<file path="src/sv/cdcc_pkg.sv">
// Package: shared constants, types and the color palette for the clap detector.
`default_nettype none

package cdcc_pkg;

   // Arithmetic shift applied to each sample before taking its magnitude
   localparam int unsigned SAMPLE_SHIFT = 11;
   // Number of colors stepped through on a single clap (1 to 8)
   localparam int unsigned COLOR_COUNT  = 6;

   localparam int unsigned AMP_W   = 21;
   localparam int unsigned MS_W    = 16;
   localparam int unsigned TIME_W  = 32;
   localparam int unsigned LEVEL_W = 7;
   localparam int unsigned CNT_W   = 3;
   localparam int unsigned IDX_W   = 3;
   localparam int unsigned CSR_IDX_W  = 2;
   localparam int unsigned CSR_DATA_W = 21;

   localparam logic [AMP_W-1:0] AMP_MAX = 21'd1048576;
   localparam logic [CNT_W-1:0] CNT_MAX = 3'd7;

   // Register reset values
   localparam logic [AMP_W-1:0] AMP_THR_RESET    = 21'd90000;
   localparam logic [AMP_W-1:0] JUMP_THR_RESET   = 21'd90000;
   localparam logic [MS_W-1:0]  REFRACTORY_RESET = 16'd250;
   localparam logic [MS_W-1:0]  WINDOW_RESET     = 16'd400;

   // Register indexes
   localparam logic [CSR_IDX_W-1:0] CSR_AMP_THR    = 2'd0;
   localparam logic [CSR_IDX_W-1:0] CSR_JUMP_THR   = 2'd1;
   localparam logic [CSR_IDX_W-1:0] CSR_REFRACTORY = 2'd2;
   localparam logic [CSR_IDX_W-1:0] CSR_WINDOW     = 2'd3;

   typedef struct packed {
      logic [LEVEL_W-1:0] red;
      logic [LEVEL_W-1:0] green;
      logic [LEVEL_W-1:0] blue;
   } color_type;

   // Color table; entries past the six defined colors are black
   function automatic color_type palette(input logic [IDX_W-1:0] idx);
      color_type c;
      case (idx)
         3'd0:    c = '{7'd100, 7'd0,   7'd0};
         3'd1:    c = '{7'd0,   7'd100, 7'd0};
         3'd2:    c = '{7'd0,   7'd0,   7'd100};
         3'd3:    c = '{7'd127, 7'd0,   7'd127};
         3'd4:    c = '{7'd127, 7'd127, 7'd127};
         3'd5:    c = '{7'd0,   7'd127, 7'd127};
         default: c = '{7'd0,   7'd0,   7'd0};
      endcase
      return c;
   endfunction

endpackage

`default_nettype wire

</file>
<file path="src/sv/cdcc_if.sv">
// Interfaces: sample input channel and result channel of the clap detector.
`default_nettype none

interface cdcc_req_if;
   logic        valid;
   logic        ready;
   logic [31:0] sample;
   logic        block_end;
   logic [31:0] time_ms;

   modport source (output valid, output sample, output block_end, output time_ms,
                   input ready);
   modport sink   (input valid, input sample, input block_end, input time_ms,
                   output ready);
endinterface

interface cdcc_rsp_if;
   logic        valid;
   logic        ready;
   logic        drive_update;
   logic [6:0]  red;
   logic [6:0]  green;
   logic [6:0]  blue;
   logic        clap_seen;
   logic [20:0] block_amplitude;

   modport source (output valid, output drive_update, output red, output green,
                   output blue, output clap_seen, output block_amplitude,
                   input ready);
   modport sink   (input valid, input drive_update, input red, input green,
                   input blue, input clap_seen, input block_amplitude,
                   output ready);
endinterface

`default_nettype wire

</file>
<file path="src/sv/clap_detect_color_cycler.sv">
// Top level: clap detector that steps an LED color on one clap and blanks it on two.
`default_nettype none

// Takes one microphone sample per transaction and returns one result transaction
// for each sample marked as a block end, none for other samples. A sample enters
// an input register that holds its scaled magnitude; the peak, clap and color logic
// then runs against the held state and loads the result register. A new sample is
// accepted every cycle unless a block-end sample waits in the input register: only
// a block-end sample waits, when the result register is still full, since it alone
// writes it. The user must make configuration writes only while idle; the block
// itself does not enforce this.
module clap_detect_color_cycler
   import cdcc_pkg::*;
(
   input  wire logic                  clock,
   input  wire logic                  reset,
   cdcc_req_if.sink                   req_bus,
   cdcc_rsp_if.source                 rsp_bus,
   input  wire logic                  csr_we,
   input  wire logic [CSR_IDX_W-1:0]  csr_index,
   input  wire logic [CSR_DATA_W-1:0] csr_data
);

   // Configuration registers
   logic [AMP_W-1:0] amp_thr_ff;
   logic [AMP_W-1:0] jump_thr_ff;
   logic [MS_W-1:0]  refractory_ff;
   logic [MS_W-1:0]  window_ms_ff;

   always_ff @(posedge clock) begin
      if (reset) begin
         amp_thr_ff    <= AMP_THR_RESET;
         jump_thr_ff   <= JUMP_THR_RESET;
         refractory_ff <= REFRACTORY_RESET;
         window_ms_ff  <= WINDOW_RESET;
      end else if (csr_we) begin
         case (csr_index)
            CSR_AMP_THR:    amp_thr_ff    <= csr_data;
            CSR_JUMP_THR:   jump_thr_ff   <= csr_data;
            CSR_REFRACTORY: refractory_ff <= csr_data[MS_W-1:0];
            CSR_WINDOW:     window_ms_ff  <= csr_data[MS_W-1:0];
            default: ;
         endcase
      end
   end

   // Scaled magnitude of the incoming sample, saturated
   logic [31:0]      samp_u;
   logic [32:0]      mag_wide;
   logic [AMP_W-1:0] mag_in;

   always_comb begin
      samp_u = req_bus.sample;
      if (samp_u[31]) begin
         mag_wide = {1'b0, (~samp_u) >> SAMPLE_SHIFT} + 33'd1;
      end else begin
         mag_wide = {1'b0, samp_u >> SAMPLE_SHIFT};
      end
      if (mag_wide > {12'd0, AMP_MAX}) begin
         mag_in = AMP_MAX;
      end else begin
         mag_in = mag_wide[AMP_W-1:0];
      end
   end

   // Input register stage
   logic              s1_valid_ff;
   logic [AMP_W-1:0]  s1_mag_ff;
   logic              s1_end_ff;
   logic [TIME_W-1:0] s1_time_ff;
   logic              out_valid_ff;
   logic              advance;
   logic              req_take;

   assign advance  = s1_valid_ff && (!s1_end_ff || !out_valid_ff || rsp_bus.ready);
   assign req_take = req_bus.valid && req_bus.ready;
   assign req_bus.ready = !s1_valid_ff || advance;

   always_ff @(posedge clock) begin
      if (reset) begin
         s1_valid_ff <= 1'b0;
      end else if (req_bus.ready) begin
         s1_valid_ff <= req_bus.valid;
      end
   end

   always_ff @(posedge clock) begin
      if (req_take) begin
         s1_mag_ff  <= mag_in;
         s1_end_ff  <= req_bus.block_end;
         s1_time_ff <= req_bus.time_ms;
      end
   end

   // Detector state
   logic [AMP_W-1:0]  peak_ff;
   logic [AMP_W-1:0]  prev_amp_ff;
   logic [TIME_W-1:0] last_clap_ff;
   logic [CNT_W-1:0]  clap_cnt_ff;
   logic [IDX_W-1:0]  color_idx_ff;

   logic [AMP_W-1:0]  amp_in;
   logic [AMP_W-1:0]  delta;
   logic [TIME_W-1:0] elapsed;
   logic              clap;
   logic              fire;
   logic [CNT_W-1:0]  clap_cnt_in;
   logic [IDX_W:0]    idx_inc;
   logic [IDX_W-1:0]  idx_step;
   logic [IDX_W-1:0]  color_idx_in;
   logic              drive;
   color_type         color;

   // Peak, clap test and pending-count action
   always_comb begin
      amp_in  = (s1_mag_ff > peak_ff) ? s1_mag_ff : peak_ff;
      delta   = (amp_in > prev_amp_ff) ? amp_in - prev_amp_ff : prev_amp_ff - amp_in;
      elapsed = s1_time_ff - last_clap_ff;
      clap    = (amp_in > amp_thr_ff) && (delta > jump_thr_ff)
                && (elapsed > {16'd0, refractory_ff});
      // a fresh clap resets elapsed time to zero, so the window cannot expire
      fire    = !clap && (clap_cnt_ff != '0) && (elapsed > {16'd0, window_ms_ff});

      clap_cnt_in = clap_cnt_ff;
      if (clap) begin
         if (clap_cnt_ff != CNT_MAX) begin
            clap_cnt_in = clap_cnt_ff + 3'd1;
         end
      end else if (fire) begin
         clap_cnt_in = '0;
      end

      idx_inc  = {1'b0, color_idx_ff} + 4'd1;
      idx_step = (idx_inc == 4'(COLOR_COUNT)) ? '0 : idx_inc[IDX_W-1:0];

      color_idx_in = color_idx_ff;
      drive        = 1'b0;
      color        = '0;
      if (fire && clap_cnt_ff == 3'd1) begin
         color_idx_in = idx_step;
         drive        = 1'b1;
         color        = palette(idx_step);
      end else if (fire && clap_cnt_ff == 3'd2) begin
         drive        = 1'b1;
      end
   end

   always_ff @(posedge clock) begin
      if (reset) begin
         peak_ff      <= '0;
         prev_amp_ff  <= '0;
         last_clap_ff <= '0;
         clap_cnt_ff  <= '0;
         color_idx_ff <= '0;
      end else if (advance) begin
         if (s1_end_ff) begin
            peak_ff      <= '0;
            prev_amp_ff  <= amp_in;
            clap_cnt_ff  <= clap_cnt_in;
            color_idx_ff <= color_idx_in;
            if (clap) begin
               last_clap_ff <= s1_time_ff;
            end
         end else begin
            peak_ff <= amp_in;
         end
      end
   end

   // Result register
   logic             drive_ff;
   color_type        color_ff;
   logic             clap_seen_ff;
   logic [AMP_W-1:0] amp_out_ff;
   logic             out_load;

   assign out_load = advance && s1_end_ff;

   always_ff @(posedge clock) begin
      if (reset) begin
         out_valid_ff <= 1'b0;
      end else if (out_load) begin
         out_valid_ff <= 1'b1;
      end else if (rsp_bus.ready) begin
         out_valid_ff <= 1'b0;
      end
   end

   always_ff @(posedge clock) begin
      if (out_load) begin
         drive_ff     <= drive;
         color_ff     <= color;
         clap_seen_ff <= clap;
         amp_out_ff   <= amp_in;
      end
   end

   assign rsp_bus.valid           = out_valid_ff;
   assign rsp_bus.drive_update    = drive_ff;
   assign rsp_bus.red             = color_ff.red;
   assign rsp_bus.green           = color_ff.green;
   assign rsp_bus.blue            = color_ff.blue;
   assign rsp_bus.clap_seen       = clap_seen_ff;
   assign rsp_bus.block_amplitude = amp_out_ff;

   // Checks
   a_color_idx_range: assert property (@(posedge clock) disable iff (reset)
      {1'b0, color_idx_ff} < 4'(COLOR_COUNT))
      else $error("color index out of range");

   a_dark_when_idle: assert property (@(posedge clock) disable iff (reset)
      (out_valid_ff && !drive_ff) |-> (color_ff == '0))
      else $error("color levels set without a color update");

   a_clap_excludes_drive: assert property (@(posedge clock) disable iff (reset)
      (out_valid_ff && clap_seen_ff) |-> !drive_ff)
      else $error("color driven in the block that counted a clap");

   a_clap_above_thr: assert property (@(posedge clock) disable iff (reset)
      (out_valid_ff && clap_seen_ff) |-> (amp_out_ff > amp_thr_ff))
      else $error("clap counted below amplitude threshold");

   a_stall_holds_state: assert property (@(posedge clock) disable iff (reset)
      (out_valid_ff && !rsp_bus.ready && s1_valid_ff && s1_end_ff)
      |=> $stable(prev_amp_ff) && $stable(clap_cnt_ff))
      else $error("block end processed while result register was full");

endmodule

`default_nettype wire

</file>
<file path="src/flat_wrapper.sv">
// flat-port wrapper written by rule: the top's interface ports become plain ports
module clap_detect_color_cycler_flat import cdcc_pkg::*;
  (clock, reset, csr_we, csr_index, csr_data, req_bus_valid, req_bus_sample, req_bus_block_end, req_bus_time_ms, req_bus_ready, rsp_bus_valid, rsp_bus_drive_update, rsp_bus_red, rsp_bus_green, rsp_bus_blue, rsp_bus_clap_seen, rsp_bus_block_amplitude, rsp_bus_ready);
  cdcc_req_if req_bus_i ();
  cdcc_rsp_if rsp_bus_i ();
  input  wire logic clock;
  input  wire logic reset;
  input  wire logic csr_we;
  input  wire logic [CSR_IDX_W-1:0] csr_index;
  input  wire logic [CSR_DATA_W-1:0] csr_data;
  input wire logic [$bits(req_bus_i.valid)-1:0] req_bus_valid;
  input wire logic [$bits(req_bus_i.sample)-1:0] req_bus_sample;
  input wire logic [$bits(req_bus_i.block_end)-1:0] req_bus_block_end;
  input wire logic [$bits(req_bus_i.time_ms)-1:0] req_bus_time_ms;
  output wire logic [$bits(req_bus_i.ready)-1:0] req_bus_ready;
  output wire logic [$bits(rsp_bus_i.valid)-1:0] rsp_bus_valid;
  output wire logic [$bits(rsp_bus_i.drive_update)-1:0] rsp_bus_drive_update;
  output wire logic [$bits(rsp_bus_i.red)-1:0] rsp_bus_red;
  output wire logic [$bits(rsp_bus_i.green)-1:0] rsp_bus_green;
  output wire logic [$bits(rsp_bus_i.blue)-1:0] rsp_bus_blue;
  output wire logic [$bits(rsp_bus_i.clap_seen)-1:0] rsp_bus_clap_seen;
  output wire logic [$bits(rsp_bus_i.block_amplitude)-1:0] rsp_bus_block_amplitude;
  input wire logic [$bits(rsp_bus_i.ready)-1:0] rsp_bus_ready;
  assign req_bus_i.valid = req_bus_valid;
  assign req_bus_i.sample = req_bus_sample;
  assign req_bus_i.block_end = req_bus_block_end;
  assign req_bus_i.time_ms = req_bus_time_ms;
  assign req_bus_ready = req_bus_i.ready;
  assign rsp_bus_valid = rsp_bus_i.valid;
  assign rsp_bus_drive_update = rsp_bus_i.drive_update;
  assign rsp_bus_red = rsp_bus_i.red;
  assign rsp_bus_green = rsp_bus_i.green;
  assign rsp_bus_blue = rsp_bus_i.blue;
  assign rsp_bus_clap_seen = rsp_bus_i.clap_seen;
  assign rsp_bus_block_amplitude = rsp_bus_i.block_amplitude;
  assign rsp_bus_i.ready = rsp_bus_ready;
  clap_detect_color_cycler u_core (.clock(clock), .reset(reset), .req_bus(req_bus_i), .rsp_bus(rsp_bus_i), .csr_we(csr_we), .csr_index(csr_index), .csr_data(csr_data));
endmodule
</file>
<file path="config.mk">
export PLATFORM = sky130hd
export DESIGN_NAME = clap_detect_color_cycler_flat
export DESIGN_NICKNAME = d
export VERILOG_FILES = /design/src/sv/cdcc_pkg.sv /design/src/sv/cdcc_if.sv /design/src/sv/clap_detect_color_cycler.sv /design/src/flat_wrapper.sv
export SDC_FILE = /design/constraint.sdc
export NUM_CORES = 1
export LEC_CHECK = 0
export ABC_CLOCK_PERIOD_IN_PS = 12170
export BUFFER_PORTS_ARGS = -buffer_cell sky130_fd_sc_hd__buf_2
export CORE_ASPECT_RATIO = 0.6
export CORE_MARGIN = 5
export CORE_UTILIZATION = 25
export CTS_CLUSTER_SIZE = 20
export DETAILED_ROUTE_END_ITERATION = 8
export GPL_TIMING_DRIVEN = 0
export SLEW_MARGIN = 25
export SYNTH_ARGS = -nofsm -noshare
export SYNTH_HDL_FRONTEND = slang
export SYNTH_SLANG_ARGS = --single-unit
</file>
<file path="constraint.sdc">
create_clock -name clock -period 12.17 [get_ports clock]
set_clock_uncertainty 0.15 [all_clocks]
set_input_delay 0.6085 -clock clock [delete_from_list [all_inputs] [get_ports clock]]
set_output_delay 0.6085 -clock clock [all_outputs]
set_load 0.02 [all_outputs]
</file>
==> flow_summary.json, run 1 <==
{
  "critPathLaunchType": "flop",
  "final_nets": 2188,
  "end_kind": "flop",
  "synth_cell_types": 81,
  "p_leak_uw": 0.00728,
  "synthCells": 1753,
  "dieArea_mm2": 0.0666,
  "ys_top_cells_by_area": "dfxtp_1 (20%), edfxtp_1 (16%), ha_1 (15%)",
  "crit_buf_inv": 8,
  "ys_ff_latch": 239,
  "power_density_mw_per_mm2": 136,
  "max_slew_margin": 0.427,
  "cts_tree": "done",
  "grt_pass1_wl_um": 73900,
  "clock-sinks": 239,
  "p_switching_uw": 817,
  "critPathMaxStageDelay_ps": 610,
  "gp_congestion": 0.894,
  "post-place-ws_ps": 1560,
  "max_freq_mhz": 92.5,
  "synthSimpleGateAreaFrac": 0.156,
  "cts_hold_buf": 0,
  "hp-class": "primary input to flop",
  "synthAdderAreaFrac": 0.149,
  "grtUsageTotal": 0.139,
  "crit_slowest_cell": "clkbuf_1",
  "layout_common_cells": "inv_1 (183), ha_1 (178), nand2_1 (170)",
  "combPwrFrac": 0.301,
  "avgSynthCellArea_um2": 8.76,
  "root_buffer": "clkbuf_16",
  "synth_ff_type": "dfxtp_1",
  "dr.max_layer_used": "met5",
  "synth_compound_area_frac": 0.203,
  "fp.dieW_um": 330,
  "clk_pin_slew_worst_paths_ps": 60,
  "synth_edf_count": 83,
  "die_h_um": 202,
  "tightest_slew_ps": 860,
  "final_common_cell": "inv_1",
  "dr_wl_met2_um": 18100,
  "clk_latency_ps": 550,
  "vias_per_cell": 4.83,
  "dr.pass1.iters": 5,
  "antenna_found_initial": 13,
  "drt_iter0_markers": 1242,
  "synth_mux_area_frac": 0.0226,
  "overflow": 0,
  "crit_arrival_ps": 11060,
  "synth_top_area_frac": 0.203,
  "clkPwrFrac": 0.333,
  "num_rows": 70,
  "ant_nets": 0,
  "finalCritPeriodShare": 0.888,
  "cts_buffer_depth": 3,
  "wl_um": 47700,
  "coreArea_mm2": 0.0609,
  "synth_top_family_by_area": "compound AO/OA/AOI/OAI gates",
  "cpMostUsedCell": "o21ai_0",
  "p_sw_frac": 0.334,
  "cts_buffers": 27,
  "period_minus_slack_ps": 10810,
  "yosys.area.top_type": "dfxtp_1",
  "grt_max_degree": 26,
  "crit_required_ps": 12430,
  "syn_nets": 2027,
  "wl_met3_um": 4100,
  "tns_ps": 0,
  "seqPwrFrac": 0.365,
  "dp_hpwl_um": 38800,
  "wl_met1_um": 24600,
  "wl_per_cell_um": 17.3,
  "hold_viol": 0,
  "ir_drop_mv": 0.0995,
  "postCtsResizedCells": 0,
  "routed-via-count": 13343,
  "area_delta_synth_final_pct": 17.5,
  "boundaryPins": 139,
  "ys_seq_area_frac": 0.366,
  "path_class": "flop to flop",
  "drive_above_1_share": 0.122,
  "grt_pass1_vias": 12900,
  "p_int_uw": 1630,
  "drc": 0,
  "async_flop_share": 0,
  "syn-cell-area_mm2": 0.0154,
  "htree_num_levels": 1,
  "initial_core_util": 0.252,
  "synth_xor_area_frac": 0.0331,
  "fin_util": 0.296,
  "cap_violations": 0,
  "outcome": "finished clean",
  "post_cts_buffers": 0,
  "critPathTopFamily": "compound AO/OA/AOI/OAI gates",
  "ys_warn_count": 0,
  "rsz0062_at_grt": "false",
  "setup_slack_ps": 1360,
  "cp_max_fo": 10,
  "io_buffers": 126,
  "finalSetupViolCount": 0,
  "maxSlewViolCount": 0
}
==> registers in the layout (all words and copies together) (netlist names), 3 cells and up <==
register and count:
u_core.refractory_ff 16, u_core.s1_mag_ff 21, u_core.last_clap_ff 32, u_core.peak_ff 21, u_core.prev_amp_ff 21, u_core.s1_time_ff 32
u_core.rsp_bus.block_amplitude 21, u_core.color_idx_ff 3, u_core.window_ms_ff 16, u_core.clap_cnt_ff 3, u_core.jump_thr_ff 21, u_core.amp_thr_ff 21
==> cells by family after synthesis <==
logic type,after synthesis
xor+xnor,58
compound gates,474
flops,239
fa+ha+maj,181
buf+inv,274
mux,34
simple gates,493
==> cell usage after synthesis, drive strengths merged (25+ instances only) <==
master / instances
a211o: 25
a211oi: 30
a21o: 58
a21oi: 166
clkbuf: 68
dfxtp: 156
edfxtp: 83
ha: 178
inv: 184
mux2i: 29
nand2: 170
nand3: 54
nand4: 26
nor2: 109
o21ai: 83
xnor2: 34
==> power groups by stage <==
stage	combinational, µW	clock (µW)	sequential [µW]
after floorplan	506	0	906
after CTS	730	838	893
after global placement	702	0	910
final	737	815	893
after global routing	824	876	897
after detailed placement	725	0	910
==> through the flow <==
| stage | instances | total power [µW] | instance area (µm²) | hold WS (ps) |
|---|---|---|---|---|
| global route | 2762 | 2600 | 18000 | 48.1 |
| floorplan | 1753 | 1410 | 15400 | 286 |
| global placement | 2707 | 1610 | 17000 | 297 |
| detailed placement | 2713 | 1630 | 17200 | 299 |
| CTS | 2761 | 2460 | 18000 | 46.0 |
| finish | 2763 | 2440 | 18000 | 79.6 |
==> area by class of cell <==
class	count	area [µm²]
multi-input cells	1240	8660
repair buffers	132	746
diodes	2	5.00
clock buffers	40	806
well taps	828	1040
plain buffers	89	402
fillers	6429	42800
flip-flops and latches	239	5620
inverters	185	694
clock inverters	8	67.6
==> final timing paths <==
| check | from | slack (ps) | endpoint | cells past startpoint |
|---|---|---|---|---|
| worst max-delay path | u_core.s1_mag_ff[1] | 1360 | u_core.last_clap_ff[12] | 42 |
| worst min register to register | u_core.refractory_ff[2] | 310 | u_core.refractory_ff[2] | 2 |
| worst min-delay path | req_bus_time_ms[9] | 80 | u_core.s1_time_ff[9] | 1 |
| worst max register to register | u_core.s1_mag_ff[1] | 1360 | u_core.last_clap_ff[12] | 42 |
==> layer usage <==
| metal | up-vias | track usage |
|---|---|---|
| met5 | - | 0 |
| met4 | 18 | 0.0200 |
| met3 | 59 | 0.0379 |
| met2 | 390 | 0.192 |
| met1 | 6356 | 0.215 |
| li1 | 6520 | - |
(Power assumes the default switching activity.)
==> run 2, diff against run 1 <==
--- a/config.mk
+++ b/config.mk
@@ -5,7 +5,7 @@
 export SDC_FILE = /design/constraint.sdc
 export NUM_CORES = 1
 export LEC_CHECK = 0
-export ABC_CLOCK_PERIOD_IN_PS = 12170
+export ABC_CLOCK_PERIOD_IN_PS = 11500
 export BUFFER_PORTS_ARGS = -buffer_cell sky130_fd_sc_hd__buf_2
 export CORE_ASPECT_RATIO = 0.6
 export CORE_MARGIN = 5
==> constraint.sdc (replaced) <==
create_clock -name clock -period 11.5 [get_ports clock]
set_clock_uncertainty 0.15 [all_clocks]
set_input_delay 0.575 -clock clock [delete_from_list [all_inputs] [get_ports clock]]
set_output_delay 0.575 -clock clock [all_outputs]
set_load 0.02 [all_outputs]
==> run 2 against run 1 <==
Compared with the run above: setup slack got worse by 400 ps; sequential share of layout area hardly changed; via count rose by 0.28%; core utilization is essentially flat; power rose by 5.9%; first-iteration DRC count rose by 0.16%; largest power group unchanged.
==> flow_summary.json, run 2 (synthesized netlist as in run 1, its figures left out) <==
{
  "outcome": "finished clean",
  "place_area_mm2": 0.0172,
  "hold_viol": 0,
  "path_class": "flop to flop",
  "overflow": 0,
  "drt_iter0_markers": 1244,
  "critPathLaunchType": "flop",
  "wl_per_cell_um": 17.2,
  "gp_congestion": 0.894,
  "clock-sinks": 239,
  "ant_nets": 0,
  "crit_slowest_cell": "clkbuf_1",
  "clk_pin_slew_worst_paths_ps": 60,
  "max_slew_margin": 0.427,
  "ir_drop_mv": 0.105,
  "htree_num_levels": 1,
  "grt_max_degree": 26,
  "p_leak_uw": 0.00728,
  "final_nets": 2188,
  "maxSlewViolCount": 0,
  "dp_hpwl_um": 38800,
  "critPathMaxStageDelay_ps": 590,
  "r2r_start": "u_core.s1_mag_ff[1]",
  "cts_buffers": 27,
  "post_cts_buffers": 0,
  "initial_core_util": 0.252,
  "crit_path_start": "u_core.s1_mag_ff[1]",
  "top_regs": "u_core.last_clap_ff: 32 flops, u_core.s1_time_ff: 32 flops",
  "finalCritPeriodShare": 0.916,
  "period_minus_slack_ps": 10540,
  "fp.dieW_um": 330,
  "finalSetupViolCount": 0,
  "die_h_um": 202,
  "root_buffer": "clkbuf_16",
  "num_rows": 70,
  "antenna_found_initial": 13,
  "reg2regPathDepth": 42,
  "dr_wl_met2_um": 18100,
  "grt_pass1_wl_um": 73900,
  "wl_met3_um": 4030,
  "final_common_cell": "inv_1",
  "power_density_mw_per_mm2": 143,
  "rsz0062_at_grt": "false",
  "tightest_slew_ps": 860,
  "wl_met1_um": 24700,
  "grt_pass1_vias": 12900,
  "routed-via-count": 13380,
  "max_freq_mhz": 94.9,
  "cts_tree": "done",
  "wl_um": 47600,
  "critPathTopFamily": "compound AO/OA/AOI/OAI gates",
  "hp-class": "primary input to flop",
  "crit_required_ps": 11760,
  "cpMostUsedCell": "o21ai_0",
  "cp_max_fo": 10,
  "grtUsageTotal": 0.139,
  "dr.max_layer_used": "met5",
  "drc": 0,
  "layout_common_cells": "inv_1 (183), ha_1 (178), nand2_1 (170)",
  "final_area_mm2": 0.0180,
  "coreArea_mm2": 0.0609,
  "area_delta_synth_final_pct": 17.5,
  "vias_per_cell": 4.84,
  "whs_ps": 46.2,
  "crit_buf_inv": 8,
  "io_buffers": 126,
  "endpoint": "u_core.last_clap_ff[12]",
  "boundaryPins": 139,
  "dr.pass1.iters": 6,
  "worst-path-stages": 42,
  "r2r-end": "u_core.last_clap_ff[12]",
  "dieArea_mm2": 0.0666,
  "cap_violations": 0,
  "clk_latency_ps": 550,
  "crit_arrival_ps": 10790,
  "reg2reg_slack_ps": 960,
  "end_kind": "flop",
  "cts_buffer_depth": 3,
  "drive_above_1_share": 0.122
}
==> run 2: cell types whose count changed in the layout (fill, tap and decap cells not counted) <==
cell and delta:
clkbuf_1 -1, clkbuf_2 +1
==> run 2: cell type report <==
class	count	area, µm²
Timing Repair Buffer	132	746
Inverter	185	694
Multi-Input combinational cell	1240	8660
Clock buffer	40	806
Tap cell	828	1040
Sequential cell	239	5620
Fill cell	6428	42800
Buffer	89	403
Antenna cell	2	5.00
Clock inverter	8	67.6
==> run 2: worst min-delay path by stage <==
stage,start,to,cells after the start
final,req_bus_time_ms[9],u_core.s1_time_ff[9],1
after global routing,req_bus_time_ms[27],u_core.s1_time_ff[27],1
after CTS,req_bus_time_ms[9],u_core.s1_time_ff[9],1
after detailed placement,u_core.amp_thr_ff[15],u_core.amp_thr_ff[15],2
after global placement,u_core.amp_thr_ff[13],u_core.amp_thr_ff[13],2
after floorplan,u_core.amp_thr_ff[13],u_core.amp_thr_ff[13],2
==> run 2: layer usage <==
layer,vias up,GRT usage
met5,-,0
met1,6376,0.215
met2,404,0.192
met4,18,0.0200
met3,61,0.0379
li1,6521,-
==> run 2: power by group <==
group | switching (µW) | internal [µW]
Clock | 357 | 504
Sequential | 25.7 | 919
Combinational | 482 | 298
Total | 865 | 1720
==> run 2: what timing repair did <==
action,CTS,global route
endpoints found under the setup margin,0,29
resized for setup,0,2
hold buffers,0,0
==> run 2: stage by stage <==
step | setup slack (ps) | setup TNS [ps] | std cells | power (µW) | utilization
3_5_place_dp | 888 | 0 | 2713 | 1730 | 0.282
3_3_place_gp | -602 | -23880 | 2707 | 1710 | 0.280
5_1_grt | 188 | 0 | 2762 | 2750 | 0.296
2_1_floorplan | 2720 | 0 | 1753 | 1490 | -
4_1_cts | 862 | 0 | 2761 | 2600 | 0.296
6_report | 964 | 0 | 2763 | 2590 | 0.296
==> run 2: worst register-to-register path, delay by kind of cell (launching register included) <==
| kind | cells | cell delay [ps] |
|---|---|---|
| AO/OA/AOI/OAI | 18 | 4300 |
| XOR/XNOR | 1 | 130 |
| adder cells (fa/ha/maj) | 3 | 970 |
| buffers and inverters | 8 | 2330 |
| flip-flops | 1 | 430 |
| multiplexers | 2 | 810 |
| AND/OR/NAND/NOR | 10 | 1260 |
==> run 3, diff against run 2 <==
--- a/config.mk
+++ b/config.mk
@@ -7,7 +7,7 @@
 export LEC_CHECK = 0
 export ABC_CLOCK_PERIOD_IN_PS = 11500
 export BUFFER_PORTS_ARGS = -buffer_cell sky130_fd_sc_hd__buf_2
-export CORE_ASPECT_RATIO = 0.6
+export CORE_ASPECT_RATIO = 1.25
 export CORE_MARGIN = 5
 export CORE_UTILIZATION = 25
 export CTS_CLUSTER_SIZE = 20
==> run 3 against run 2 <==
Compared with the run above: hold slack improved by 2.7 ps; cell count down 0.33%; sequential share of layout area grew 0.13 points; sequential power about the same; via count fell by 2.3%; combinational power down 2%; critical path type unchanged; power decreased by 2.4%; setup slack worse by 72 ps.
==> flow_summary.json, run 3 (synthesized netlist as in run 1, its figures left out) <==
{
  "outcome": "finished clean",
  "finalCritPeriodShare": 0.922,
  "max_freq_mhz": 94.3,
  "power_density_mw_per_mm2": 141,
  "vias_per_cell": 4.75,
  "ant_nets": 0,
  "p_switching_uw": 844,
  "seqPwrFrac": 0.374,
  "p_sw_frac": 0.334,
  "clk_pin_slew_worst_paths_ps": 60,
  "reg2regPathDepth": 40,
  "coreArea_mm2": 0.0608,
  "overflow": 0,
  "dieArea_mm2": 0.0665,
  "final_nets": 2185,
  "r2r_start": "u_core.s1_mag_ff[1]",
  "dr.pass1.iters": 9,
  "drt_iter0_markers": 756,
  "clkPwrFrac": 0.322,
  "cts_buffers": 27,
  "max_slew_margin": 0.391,
  "fin_util": 0.295,
  "finalSetupViolCount": 0,
  "hold_viol": 0,
  "cpMostUsedCell": "o21ai_0",
  "crit_required_ps": 11760,
  "final_common_cell": "inv_1",
  "clk_latency_ps": 540,
  "crit_path_start": "u_core.s1_mag_ff[1]",
  "ir_drop_mv": 0.100,
  "use_met2": 0.243,
  "htree_num_levels": 1,
  "crit_arrival_ps": 10870,
  "wl_per_cell_um": 16.3,
  "wl_um": 44900,
  "grtUsageTotal": 0.130,
  "crit_slowest_cell": "clkbuf_1",
  "boundaryPins": 139,
  "antennaDiodeCount": 0,
  "grt_max_degree": 28,
  "drc": 0,
  "fp.dieW_um": 232,
  "hp-class": "primary input to flop",
  "initial_core_util": 0.253,
  "dp_hpwl_um": 36600,
  "dpl.cell_count": 2706,
  "drive_above_1_share": 0.120,
  "busiest_layer": "met2",
  "root_buffer": "clkbuf_16",
  "path_class": "flop to flop",
  "critPathLaunchType": "flop",
  "area_delta_synth_final_pct": 17.0,
  "p_int_uw": 1680,
  "finalPower_uw": 2520,
  "routed-via-count": 13069,
  "grt_use_met3": 0.0146,
  "layout_common_cells": "inv_1 (183), ha_1 (178), nand2_1 (170)",
  "num_rows": 101,
  "clock-sinks": 239,
  "cts_hold_buf": 0,
  "cp_max_fo": 10,
  "io_buffers": 126,
  "grtUsageMet1": 0.153,
  "reg2reg_slack_ps": 890,
  "p_leak_uw": 0.00723,
  "endpoint": "u_core.last_clap_ff[25]",
  "tightest_slew_ps": 914,
  "end_kind": "flop",
  "antenna_found_initial": 1,
  "rsz0062_at_grt": "false",
  "combPwrFrac": 0.303,
  "period_minus_slack_ps": 10610,
  "top_regs": "u_core.last_clap_ff: 32 flops, u_core.s1_time_ff: 32 flops",
  "grt_pass1_wl_um": 70100,
  "r2r-end": "u_core.last_clap_ff[25]",
  "gp_congestion": 0.895,
  "grt_pass1_vias": 13088,
  "instances_no_fill": 2754,
  "cts_buffer_depth": 3,
  "cts_tree": "done",
  "cap_violations": 0,
  "maxSlewViolCount": 0,
  "critPathMaxStageDelay_ps": 610,
  "die_h_um": 287
}
==> run 3: changes by cell type in the layout (fill, tap and decap cells not counted), sizes merged <==
cell / delta
buf: -3
clkinv: +2
diode: -2
bufinv: -1
inv: -1
==> run 3: timing repair <==
action                     CTS  global route
gates resized for setup      0             3
buffers inserted             0             0
setup endpoints to repair    0            46
==> run 3: per-layer routing <==
| metal | share of wire | vias up |
|---|---|---|
| li1 | - | 6505 |
| met1 | 0.42 | 6190 |
| met2 | 0.51 | 292 |
| met3 | 0.038 | 82 |
| met4 | 0.035 | 0 |
| met5 | 0 | - |
==> run 3: power groups by stage <==
stage          registers, µW  logic (µW)  clock network (µW)
2_1_floorplan            959         536                   0
3_3_place_gp             964         733                   0
3_5_place_dp             963         758                   0
4_1_cts                  945         762                 839
5_1_grt                  949         858                 872
6_report                 945         765                 814
==> run 3: worst min path at each step <==
stage / startpoint / slack, ps / cells after the start / endpoint
6_report: req_bus_time_ms[8] / 50 / 1 / u_core.s1_time_ff[8]
5_1_grt: req_bus_time_ms[22] / 20 / 1 / u_core.s1_time_ff[22]
4_1_cts: req_bus_time_ms[8] / 20 / 1 / u_core.s1_time_ff[8]
3_5_place_dp: u_core.window_ms_ff[12] / 300 / 2 / u_core.window_ms_ff[12]
3_3_place_gp: u_core.window_ms_ff[6] / 290 / 2 / u_core.window_ms_ff[6]
2_1_floorplan: u_core.amp_thr_ff[13] / 290 / 2 / u_core.amp_thr_ff[13]
==> run 3: worst max-delay path: cells and delay by family (launching register included) <==
family / cells / cell delay, ps
flops: 1 / 450
buf+inv: 6 / 2130
mux: 2 / 870
compound gates: 19 / 4580
simple gates: 9 / 1110
xor+xnor: 1 / 180
fa+ha+maj: 3 / 1000
==> run 3: cell type report <==
class | count | area, µm²
fillers | 6426 | 42800
well taps | 824 | 1030
clock inverters | 8 | 50.0
flip-flops and latches | 239 | 5620
repair buffers | 129 | 706
inverters | 185 | 694
clock buffers | 40 | 774
plain buffers | 89 | 402
multi-input cells | 1240 | 8690
==> run 3: per-stage QoR <==
step	setup TNS [ps]	instance area, µm²	worst slack (ps)	hold WS, ps
floorplan	0	15400	2720	286
global placement	-10110	17000	-339	294
detailed placement	0	17100	84.5	299
CTS	0	17900	81.8	23.3
global route	0	18000	170	24.2
finish	0	18000	892	48.9
